`src/hw/rtl/xtea_pkg.sv`:
```
`timescale 1ns / 1ps
`default_nettype none

package xtea_pkg;

    localparam int unsigned WORD_W    = 32;
    localparam int unsigned KEY_WORDS = 4;
    localparam int unsigned CFG_IDX_W = 8;

    localparam logic [WORD_W-1:0] DELTA = 32'h9E37_79B9;

    typedef logic [WORD_W-1:0] t_word;
    typedef t_word [KEY_WORDS-1:0] t_key;

    typedef enum logic [CFG_IDX_W-1:0] {
        REG_KEY_WORD0 = 8'd0,
        REG_KEY_WORD1 = 8'd1,
        REG_KEY_WORD2 = 8'd2,
        REG_KEY_WORD3 = 8'd3
    } t_reg_idx;

    typedef struct packed {
        t_word v0;
        t_word v1;
        logic  last;
    } t_beat;

    function automatic t_word mix(input t_word v);
        return ((v << 4) ^ (v >> 5)) + v;
    endfunction

endpackage

`default_nettype wire

```
`src/hw/rtl/xtea_half_round.sv`:
```
`timescale 1ns / 1ps
`default_nettype none

module xtea_half_round
    import xtea_pkg::*;
#(
    parameter logic [31:0] SUM        = 32'h0000_0000,
    parameter bit          UPD_SECOND = 1'b1
) (
    input  wire logic  i_clk,
    input  wire logic  i_rst_n,
    input  wire logic  i_valid,
    output logic       o_ready,
    input  wire t_beat i_beat,
    input  wire t_key  i_key,
    output logic       o_valid,
    input  wire logic  i_ready,
    output t_beat      o_beat
);

    // key word index is fixed by the round sum of this stage
    localparam logic [1:0] KEY_IDX = UPD_SECOND ? SUM[12:11] : SUM[1:0];

    logic  r_vld;
    t_beat r_beat;
    t_beat n_beat;
    t_word w_src;
    t_word w_dst;
    t_word w_term;

    assign o_ready = !r_vld || i_ready;

    always_comb begin
        w_src  = UPD_SECOND ? i_beat.v0 : i_beat.v1;
        w_dst  = UPD_SECOND ? i_beat.v1 : i_beat.v0;
        w_term = mix(w_src) ^ (SUM + i_key[KEY_IDX]);
        n_beat = i_beat;
        if (UPD_SECOND) begin
            n_beat.v1 = w_dst - w_term;
        end else begin
            n_beat.v0 = w_dst - w_term;
        end
    end

    always_ff @(posedge i_clk) begin
        if (!i_rst_n) begin
            r_vld <= 1'b0;
        end else if (o_ready) begin
            r_vld <= i_valid;
        end
    end

    always_ff @(posedge i_clk) begin
        if (o_ready && i_valid) begin
            r_beat <= n_beat;
        end
    end

    assign o_valid = r_vld;
    assign o_beat  = r_beat;

endmodule

`default_nettype wire

```
`config.mk`:
```
export PLATFORM = sky130hd
export DESIGN_NAME = xtea_half_round
export DESIGN_NICKNAME = d
export VERILOG_FILES = /design/src/hw/rtl/xtea_pkg.sv /design/src/hw/rtl/xtea_half_round.sv
export SDC_FILE = /design/constraint.sdc
export NUM_CORES = 1
export LEC_CHECK = 0
export ABC_AREA = 1
export BUFFER_PORTS_ARGS = -buffer_cell sky130_fd_sc_hd__clkbuf_2
export CAP_MARGIN = 25
export CELL_PAD_IN_SITES_DETAIL_PLACEMENT = 1
export CELL_PAD_IN_SITES_GLOBAL_PLACEMENT = 1
export CORE_ASPECT_RATIO = 2
export CORE_MARGIN = 4
export CORE_UTILIZATION = 38
export CTS_CLUSTER_SIZE = 28
export DETAILED_ROUTE_END_ITERATION = 8
export PLACE_DENSITY = 0.86
export SLEW_MARGIN = 10
export SYNTH_ARGS = -nofsm -noshare
export SYNTH_HDL_FRONTEND = slang
export SYNTH_SLANG_ARGS = --single-unit
```
`constraint.sdc`:
```
create_clock -name i_clk -period 13.1 [get_ports i_clk]
set_input_delay 1.965 -clock i_clk [delete_from_list [all_inputs] [get_ports i_clk]]
set_output_delay 1.965 -clock i_clk [all_outputs]
set_load 0.01 [all_outputs]
```
-- Word-level counts from Yosys, hierarchy flattened
Cells that the tools add are included.
- add/sub/neg operators: 2
- bitwise logic cells: 2
- reductions and logical operators: 3
- operators by type and width (cell ; count):
    $add A32 B32 Y32 ; 1
    $sub A32 B32 Y32 ; 1
    $xor A32 B27 Y32 ; 1
    $xor A32 B32 Y32 ; 1
    $logic_and A1 B1 Y1 ; 1
    $logic_not A1 Y1 ; 1
    $logic_or A1 B1 Y1 ; 1
- register bits after elaboration: 66
- bits of input ports: 197
- output and inout bits: 67
- logic and storage cells: 11

-- Longest topological paths before layout
Gate-level depths: netlist (run 1).
- word-level depth: 4
- depth in mapped cells: 27
- mapped depth without buffers: 27

-- Least setup slack after synthesis (run 1)
No wires, ideal clock.
- path kind: input -> register
- from: input port i_valid
- to: register r_beat (netlist bit o_beat[0]) (enable)
- library setup time: 0.509 ns
- arrival time: 5.158 ns
- data required time: 12.591 ns
- setup slack: 7.433 ns
- stages on the path: 2
- buffers on the path: 0
- cell sequence: inv_1 -> a21oi_1
- cells in the longest elaborated chain, start to end: 1
- RTL lines (element ; RTL line ; RTL):
    start, declared ; xtea_half_round.sv:12 ; input wire logic i_valid,
    $logic_and A1 B1 Y1 ; xtea_half_round.sv:54 ; if (o_ready && i_valid) begin
    end signal, assigned ; xtea_half_round.sv:55 ; r_beat <= n_beat;
    end, declared ; xtea_half_round.sv:25 ; t_beat r_beat;
Every way passes these cells.
A chain may end at the register's enable or synchronous reset.

==> flow_summary.toml, run 1 <==
[run_status]
status = "finished, final reports clean"

[cells_and_area]
n_antenna_cell = 0
nNetsFinal = 1334
drive_gt1_share_pct = 20.3
fin_util_pct = 46.8
mostFrequentLayoutCell = "nand2_1"
num-fill-cells = 2307
syn_to_final_growth_pct = 21.7
layout_common_cells = "nand2_1 (247), clkbuf_2 (167), inv_1 (109), nor2_1 (81), ha_1 (66)"

[place]
dp_hpwl_um = 20600
io_buffers = 167
gp_congestion = 0.931

[global_route]
grt.met3_usage_pct = 3.20
grt_use_met1_pct = 23.6
busiest_layer = "met2"
grtUsageTotal_pct = 24.9
grt_max_degree = 66
use_met2_pct = 47.0
grt_remaining_overflow = 0
grt_pass1_wl_um = 37600
grt_pass1_vias = 7460
antenna_found_initial = 0

[clocking]
cts_inserted_buffers = 9
cts-hold-fix-buffers = 0
clk_latency_ns = 0.35
clkSinkCount = 66
clk_path_buf_depth = 2
cts_resized = 0
cts-root-buf = "clkbuf_16"
cts_tree = "built"
htree_levels = 3
cts_setup_buffers = 0
clk_pin_slew_worst_paths_ns = 0.05

[synth]
synth_nets = 1155
synth_top_cell_area_share_pct = 29.5
ys_seq_elements = 66
synth_top_area_cell = "edfxtp_1"
ys_types = 37
synthesis.area_mm2 = 0.00661
ys_warn_count = 0
synthTopCellsByArea = "edfxtp_1 (30%), nand2_1 (14%), ha_1 (12%)"
syn_inst = 890
ys_seq_area_share_pct = 29.8
syn_area_per_cell_um2 = 7.43

[timing]
post-route-min-period_ns = 5.18
setup_viol = 0
slew-limit-headroom_pct = 43.6
grt_setup_unrepaired = "no"
max_freq_mhz = 193
holdWs_ns = 0.564
fin_skew_ns = 0.0112
drv_slew = 0
post-route-period-util_pct = 39.6
tightest_slew_ns = 0.847
final-hold-violation-count = 0
finalSetupTns_ns = 0

[hold_path]
min_path_type = "reg2reg"
whs_path_depth = 2
hold_path_startpoint = "o_valid"
hold_end = "o_valid"

[setup_path]
reg2reg_slack_ns = 11.54
cp_cell_sequence = "clkbuf_2 > ha_1 > inv_1 > fa_1 > o21ai_2 > nand2_2 > nand2_2 > nand2_1 > nand2_1 > a21oi_1 > nand2_1 > nand2_1 > ha_1 > nand2_1 > nor2_1 > inv_1 > nor4_1 > o21ai_1 > nand3_1 > nand2_1"
cp.required_ns = 13.20
cp_data_arrival_time_ns = 5.28
path_class = "in2reg"
cp_common_cell = "nand2_1"
critPathBufInv = 3
r2r-start = "o_valid"
ff2ff_path_depth = 2
crit_family = "simple AND/OR/NAND/NOR gates"
endpoint_kind = "flop"
cpMaxStageDelayCell = "fa_1"
reg2reg_to = "o_beat[64]"
slowest_delay_ns = 0.41
worstPathMaxFanout = 5
cp-start-kind = "primary input"

[route]
drt_iter0_drc = 184
wire_per_inst_um = 18.7
via_per_inst = 5.28
drcViolationCount = 0
postRouteAntennaNets = 0
vias = 6772
first_pass_iters = 4
totalWireLength_um = 24100

[pwr]
power_frac_seq_pct = 25.0
p_leak_nw = 4.07
p_sw_share_pct = 43.6
finalPower_mw = 1.24
switchingPower_mw = 0.542
combinationalPowerShare_pct = 53.8
clkPwrFrac_pct = 21.2
intPower_mw = 0.701
power_per_cell_area_mw_per_mm2 = 154
ir_drop_mv = 0.0651

[floorplan]
initial_utilization_pct = 38.5
core_mm2 = 0.0172
die_w_um = 101
pin_count = 264
fp.dieH_um = 195
dieArea_mm2 = 0.0197
row_count = 68

[flow_run]
max-cap-violations = 0
worst max-delay path by stage:
stage | start | end | slack (ns) | cells after the start
floorplan | i_valid | o_beat[0] | 7.43 | 2
global placement | i_beat[39] | o_beat[28] | 7.69 | 20
detailed placement | i_beat[43] | o_beat[30] | 7.61 | 17
CTS | i_beat[43] | o_beat[30] | 7.96 | 17
global route | i_beat[39] | o_beat[32] | 7.63 | 22
finish | i_beat[38] | o_beat[28] | 7.92 | 20
flip-flops by register name (all words and copies together) (netlist names):
register / flops
o_valid: 1
o_beat: 65
worst reg2reg max path, cell delays in order, from the launching register on:
cell and delay [ns]:
dfxtp_1 0.34, a21oi_4 0.14, buf_4 0.66
metrics by stage:
stage	setup slack [ns]	cells	instance area, um2
2_1_floorplan	7.43	890	6610
3_3_place_gp	7.69	1268	7730
3_5_place_dp	7.61	1268	7730
4_1_cts	7.96	1283	8050
5_1_grt	7.63	1283	8050
6_report	7.92	1283	8050
kinds of logic after synthesis:
group                      share of synthesized area [%]
and+or+nand+nor                                     28.0
AOI/OAI and AO/OA                                   10.6
buffers and inverters                               6.30
xor gates and xnor gates                            12.2
adders and majority gates                           13.1
DFF                                                 29.8
routing by layer:
layer	part of all wire [%]	wire (um)
met4	7.1	1700
met3	4.1	981
met1	35	8360
met2	54	13000
met5	0	0
cell type report:
class	count	area, um2	share of cell area [%]
flip-flops and latches	66	1970	24.5
multi-input cells	713	4230	52.6
clock inverters	6	92.6	1.15
clock buffers	9	225	2.80
well taps	210	263	3.27
inverters	111	417	5.18
repair buffers	168	843	10.5
Yosys cell counts, drive strengths merged:
| master | n |
|---|---|
| a21o | 11 |
| nor3 | 9 |
| nor4 | 4 |
| nand3b | 5 |
| xor2 | 65 |
| nor2 | 88 |
| ha | 66 |
| a21boi | 4 |
| nand4 | 9 |
| o21ai | 22 |
| a21oi | 62 |
| o21bai | 12 |
| a31oi | 2 |
| or2 | 3 |
| inv | 111 |
| a31o | 2 |
| nand2 | 261 |
| o21a | 4 |
| and2 | 5 |
| nand3 | 48 |
| xnor2 | 27 |
| and3 | 2 |
| dfxtp | 1 |
| fa | 2 |
| edfxtp | 65 |
power groups by stage:
stage | Sequential [mW] | Combinational [mW] | Clock, mW
floorplan | 0.340 | 0.417 | 0
global placement | 0.314 | 0.644 | 0
detailed placement | 0.316 | 0.664 | 0
CTS | 0.312 | 0.670 | 0.269
global route | 0.314 | 0.742 | 0.279
finish | 0.311 | 0.669 | 0.263
Power figures use the tool's default switching activity.
==> run 2, diff against run 1 <==
--- a/config.mk
+++ b/config.mk
@@ -5,17 +5,17 @@
 export SDC_FILE = /design/constraint.sdc
 export NUM_CORES = 1
 export LEC_CHECK = 0
-export ABC_AREA = 1
+export ABC_AREA = 0
 export BUFFER_PORTS_ARGS = -buffer_cell sky130_fd_sc_hd__clkbuf_2
 export CAP_MARGIN = 25
 export CELL_PAD_IN_SITES_DETAIL_PLACEMENT = 1
 export CELL_PAD_IN_SITES_GLOBAL_PLACEMENT = 1
 export CORE_ASPECT_RATIO = 2
 export CORE_MARGIN = 4
-export CORE_UTILIZATION = 38
+export CORE_UTILIZATION = 32
 export CTS_CLUSTER_SIZE = 28
 export DETAILED_ROUTE_END_ITERATION = 8
-export PLACE_DENSITY = 0.86
+export PLACE_DENSITY = 0.76
 export SLEW_MARGIN = 10
 export SYNTH_ARGS = -nofsm -noshare
 export SYNTH_HDL_FRONTEND = slang
==> constraint.sdc (replaced) <==
create_clock -name i_clk -period 4.48 [get_ports i_clk]
set_input_delay 0.672 -clock i_clk [delete_from_list [all_inputs] [get_ports i_clk]]
set_output_delay 0.672 -clock i_clk [all_outputs]
set_load 0.01 [all_outputs]
==> run 2 against run 1 <==
The run now ends with negative setup slack left. Cell area increased by 14%. Synthesized area decreased by 14%. Worst hold slack got worse by 0.054 ns. Critical path type unchanged. Critical path depth increased by 3. Highest routed layer unchanged. First-iteration DRC count increased by 82%. Register-to-register slack got worse by 8.9 ns. Total power increased to 3.6 times the previous value. Die area increased by 2.5%. Core utilization increased by 6.0 points. Wire length increased by 11%. Combinational power increased to 4.3 times the previous value. Final cell count decreased by 11%.
==> flow_summary.toml, run 2 <==
[global_route]
grt_pass1_vias = 6905
grt_pass1_wl_um = 36100
antenna_found_initial = 0
grtUsageTotal_pct = 23.6
grt_max_degree = 27
grt_remaining_overflow = 0

[clocking]
cts_tree = "built"
cts_inserted_buffers = 9
cts-hold-fix-buffers = 0
htree_levels = 3
clk_latency_ns = 0.35
clk_pin_slew_worst_paths_ns = 0.07
clk_path_buf_depth = 2
clkSinkCount = 66
cts-root-buf = "clkbuf_16"

[pwr]
finalPower_mw = 4.48
ir_drop_mv = 0.200
power_per_cell_area_mw_per_mm2 = 487
combinationalPowerShare_pct = 63.7
p_leak_nw = 4.24
p_sw_share_pct = 40.7
switchingPower_mw = 1.82
clkPwrFrac_pct = 15.3
intPower_mw = 2.66
power_frac_seq_pct = 21.0

[floorplan]
row_count = 68
die_w_um = 102
dieArea_mm2 = 0.0202
initial_utilization_pct = 32.8
core_mm2 = 0.0174
fp.dieH_um = 197
pin_count = 264

[timing]
max_freq_mhz = 215
grt_setup_unrepaired = "yes"
drv_slew = 0
post-route-period-util_pct = 104
post-route-min-period_ns = 4.65
slew-limit-headroom_pct = 54.8
setup_viol = 8
final-hold-violation-count = 0
finalSetupTns_ns = -0.726
fin_skew_ns = 0.0115
timing.final.ws_setup_ns = -0.168
tightest_slew_ns = 0.678

[synth]
synth_top_area_cell = "edfxtp_1"
ys_seq_area_share_pct = 34.5
synthTopCellsByArea = "edfxtp_1 (34%), ha_1 (14%), xnor2_1 (11%)"
synth-main-ff-cell = "edfxtp_1"
synth-compound-area-share_pct = 19.5
syn_inst = 572
synthesis.area_mm2 = 0.00571
ys_warn_count = 0
synth.most_common_cell = "xnor2_1"
synth_top_family_by_area = "compound AO/OA/AOI/OAI gates"
yosys.area_share.adder_pct = 15.2
yosys.area_share.simple_pct = 11.3
synth_top_cell_area_share_pct = 34.2
ys_seq_elements = 66
syn_area_per_cell_um2 = 9.99
synth-edff-count = 65
synth_async_sr_flop_share_pct = 0
synth_xor_area_share_pct = 17.6
muxShareOfSynthArea_pct = 0
synth_nets = 837
synthTopCellsByCount = "xnor2_1 (69), ha_1 (66), edfxtp_1 (65)"
ys_types = 54

[hold_path]
min_path_type = "in2reg"

[route]
dr_wl_met3_um = 1370
drcViolationCount = 0
wl_met1_um = 8880
via_per_inst = 5.48
vias = 6261
wire_per_inst_um = 23.3
met2_wirelength_um = 14700
drt_iter0_drc = 334
postRouteAntennaNets = 0
first_pass_iters = 4
dr.max_layer_used = "met4"
totalWireLength_um = 26600

[cells_and_area]
syn_to_final_growth_pct = 61.1
fin_util_pct = 52.8
nNetsFinal = 1193
drive_gt1_share_pct = 49.7
largest_reg_flops = 65
num-fill-cells = 1967
n_antenna_cell = 0
instances_no_fill = 1143
mostFrequentLayoutCell = "buf_4"
stdcell_area_mm2 = 0.00920
layout_common_cells = "buf_4 (175), clkbuf_2 (165), xnor2_1 (65), edfxtp_1 (65), ha_1 (56)"

[setup_path]
cp.required_ns = 4.59
cpMaxStageDelayCell = "ha_1"
critPathBufInv = 5
cp_cell_sequence = "clkbuf_8 > buf_6 > xor2_4 > ha_1 > a21oi_1 > o22a_1 > o311ai_4 > a311o_1 > a21o_1 > a21oi_2 > xnor2_2 > ha_4 > buf_6 > nand4_1 > buf_4 > nor2_2 > nand2_1 > nor2_1 > o21ai_1 > a21oi_2 > buf_4 > a31oi_4 > xnor2_1"
slowest_delay_ns = 0.34
path_class = "in2reg"
cp_data_arrival_time_ns = 4.75
endpoint_kind = "flop"
cp-start-kind = "primary input"
worstPathMaxFanout = 3
crit_family = "compound AO/OA/AOI/OAI gates"

[flow_run]
max-cap-violations = 0

[place]
gp_congestion = 0.886
io_buffers = 167
dp_hpwl_um = 18300
place_inst = 1099
placed_cell_area_mm2 = 0.00802

[run_status]
violations = "negative setup slack"
status = "finished, violations left"
run 2: logic make-up (layout without fill, tap and decap cells):
family / Yosys count / in the layout
xor+xnor: 115 / 115
buf+inv: 29 / 390
fa+ha+maj: 68 / 68
flops: 66 / 66
simple gates: 129 / 129
compound gates: 165 / 165
run 2: final timing paths:
path,startpoint,endpoint,slack (ns),depth (start not counted)
max,i_beat[33],o_beat[30],-0.17,23
max reg2reg,o_valid,o_beat[49],2.66,3
min reg2reg,o_valid,o_valid,0.54,2
min,i_beat[0],o_beat[0],0.51,1
run 2: power by group through the flow:
stage / registers [mW] / logic [mW] / clock network [mW]
final: 0.939 / 2.86 / 0.686
after global routing: 0.954 / 3.05 / 0.724
after CTS: 0.943 / 2.54 / 0.695
after detailed placement: 0.955 / 2.29 / 0
after global placement: 0.947 / 2.21 / 0
after floorplan: 1.03 / 1.22 / 0
run 2: final cells by class:
class / instances / area [um2] / area share (%)
multi-input combinational: 477 / 4280 / 46.5
timing repair buffer: 357 / 2350 / 25.5
sequential: 66 / 1970 / 21.4
tap: 210 / 263 / 2.86
clock buffer: 9 / 225 / 2.45
inverter: 17 / 63.8 / 0.693
clock inverter: 7 / 52.6 / 0.571
run 2: repair_timing:
item                       4_1_cts  5_1_grt
setup buffers                   15       17
gates resized for setup         68       61
pin swaps                       47       54
setup endpoints to repair       11       16
run 2: stage by stage:
stage,setup slack [ns],hold slack [ns]
floorplan,0.000472,0.610
global placement,-0.708,0.513
detailed placement,-0.863,0.534
CTS,-0.0744,0.504
global route,-0.338,0.506
finish,-0.168,0.509
run 2: metal layers:
metal	vias to the layer above	GRT usage, %
met3	98	3.58
li1	2858	-
met1	3023	22.2
met2	282	45.6
met5	-	0
met4	0	14.3
run 2: worst register-to-register path, stage by stage (launching register included):
cell and delay, ns:
dfxtp_1 0.31, nand2b_1 0.09, and2_2 0.59, buf_4 0.48
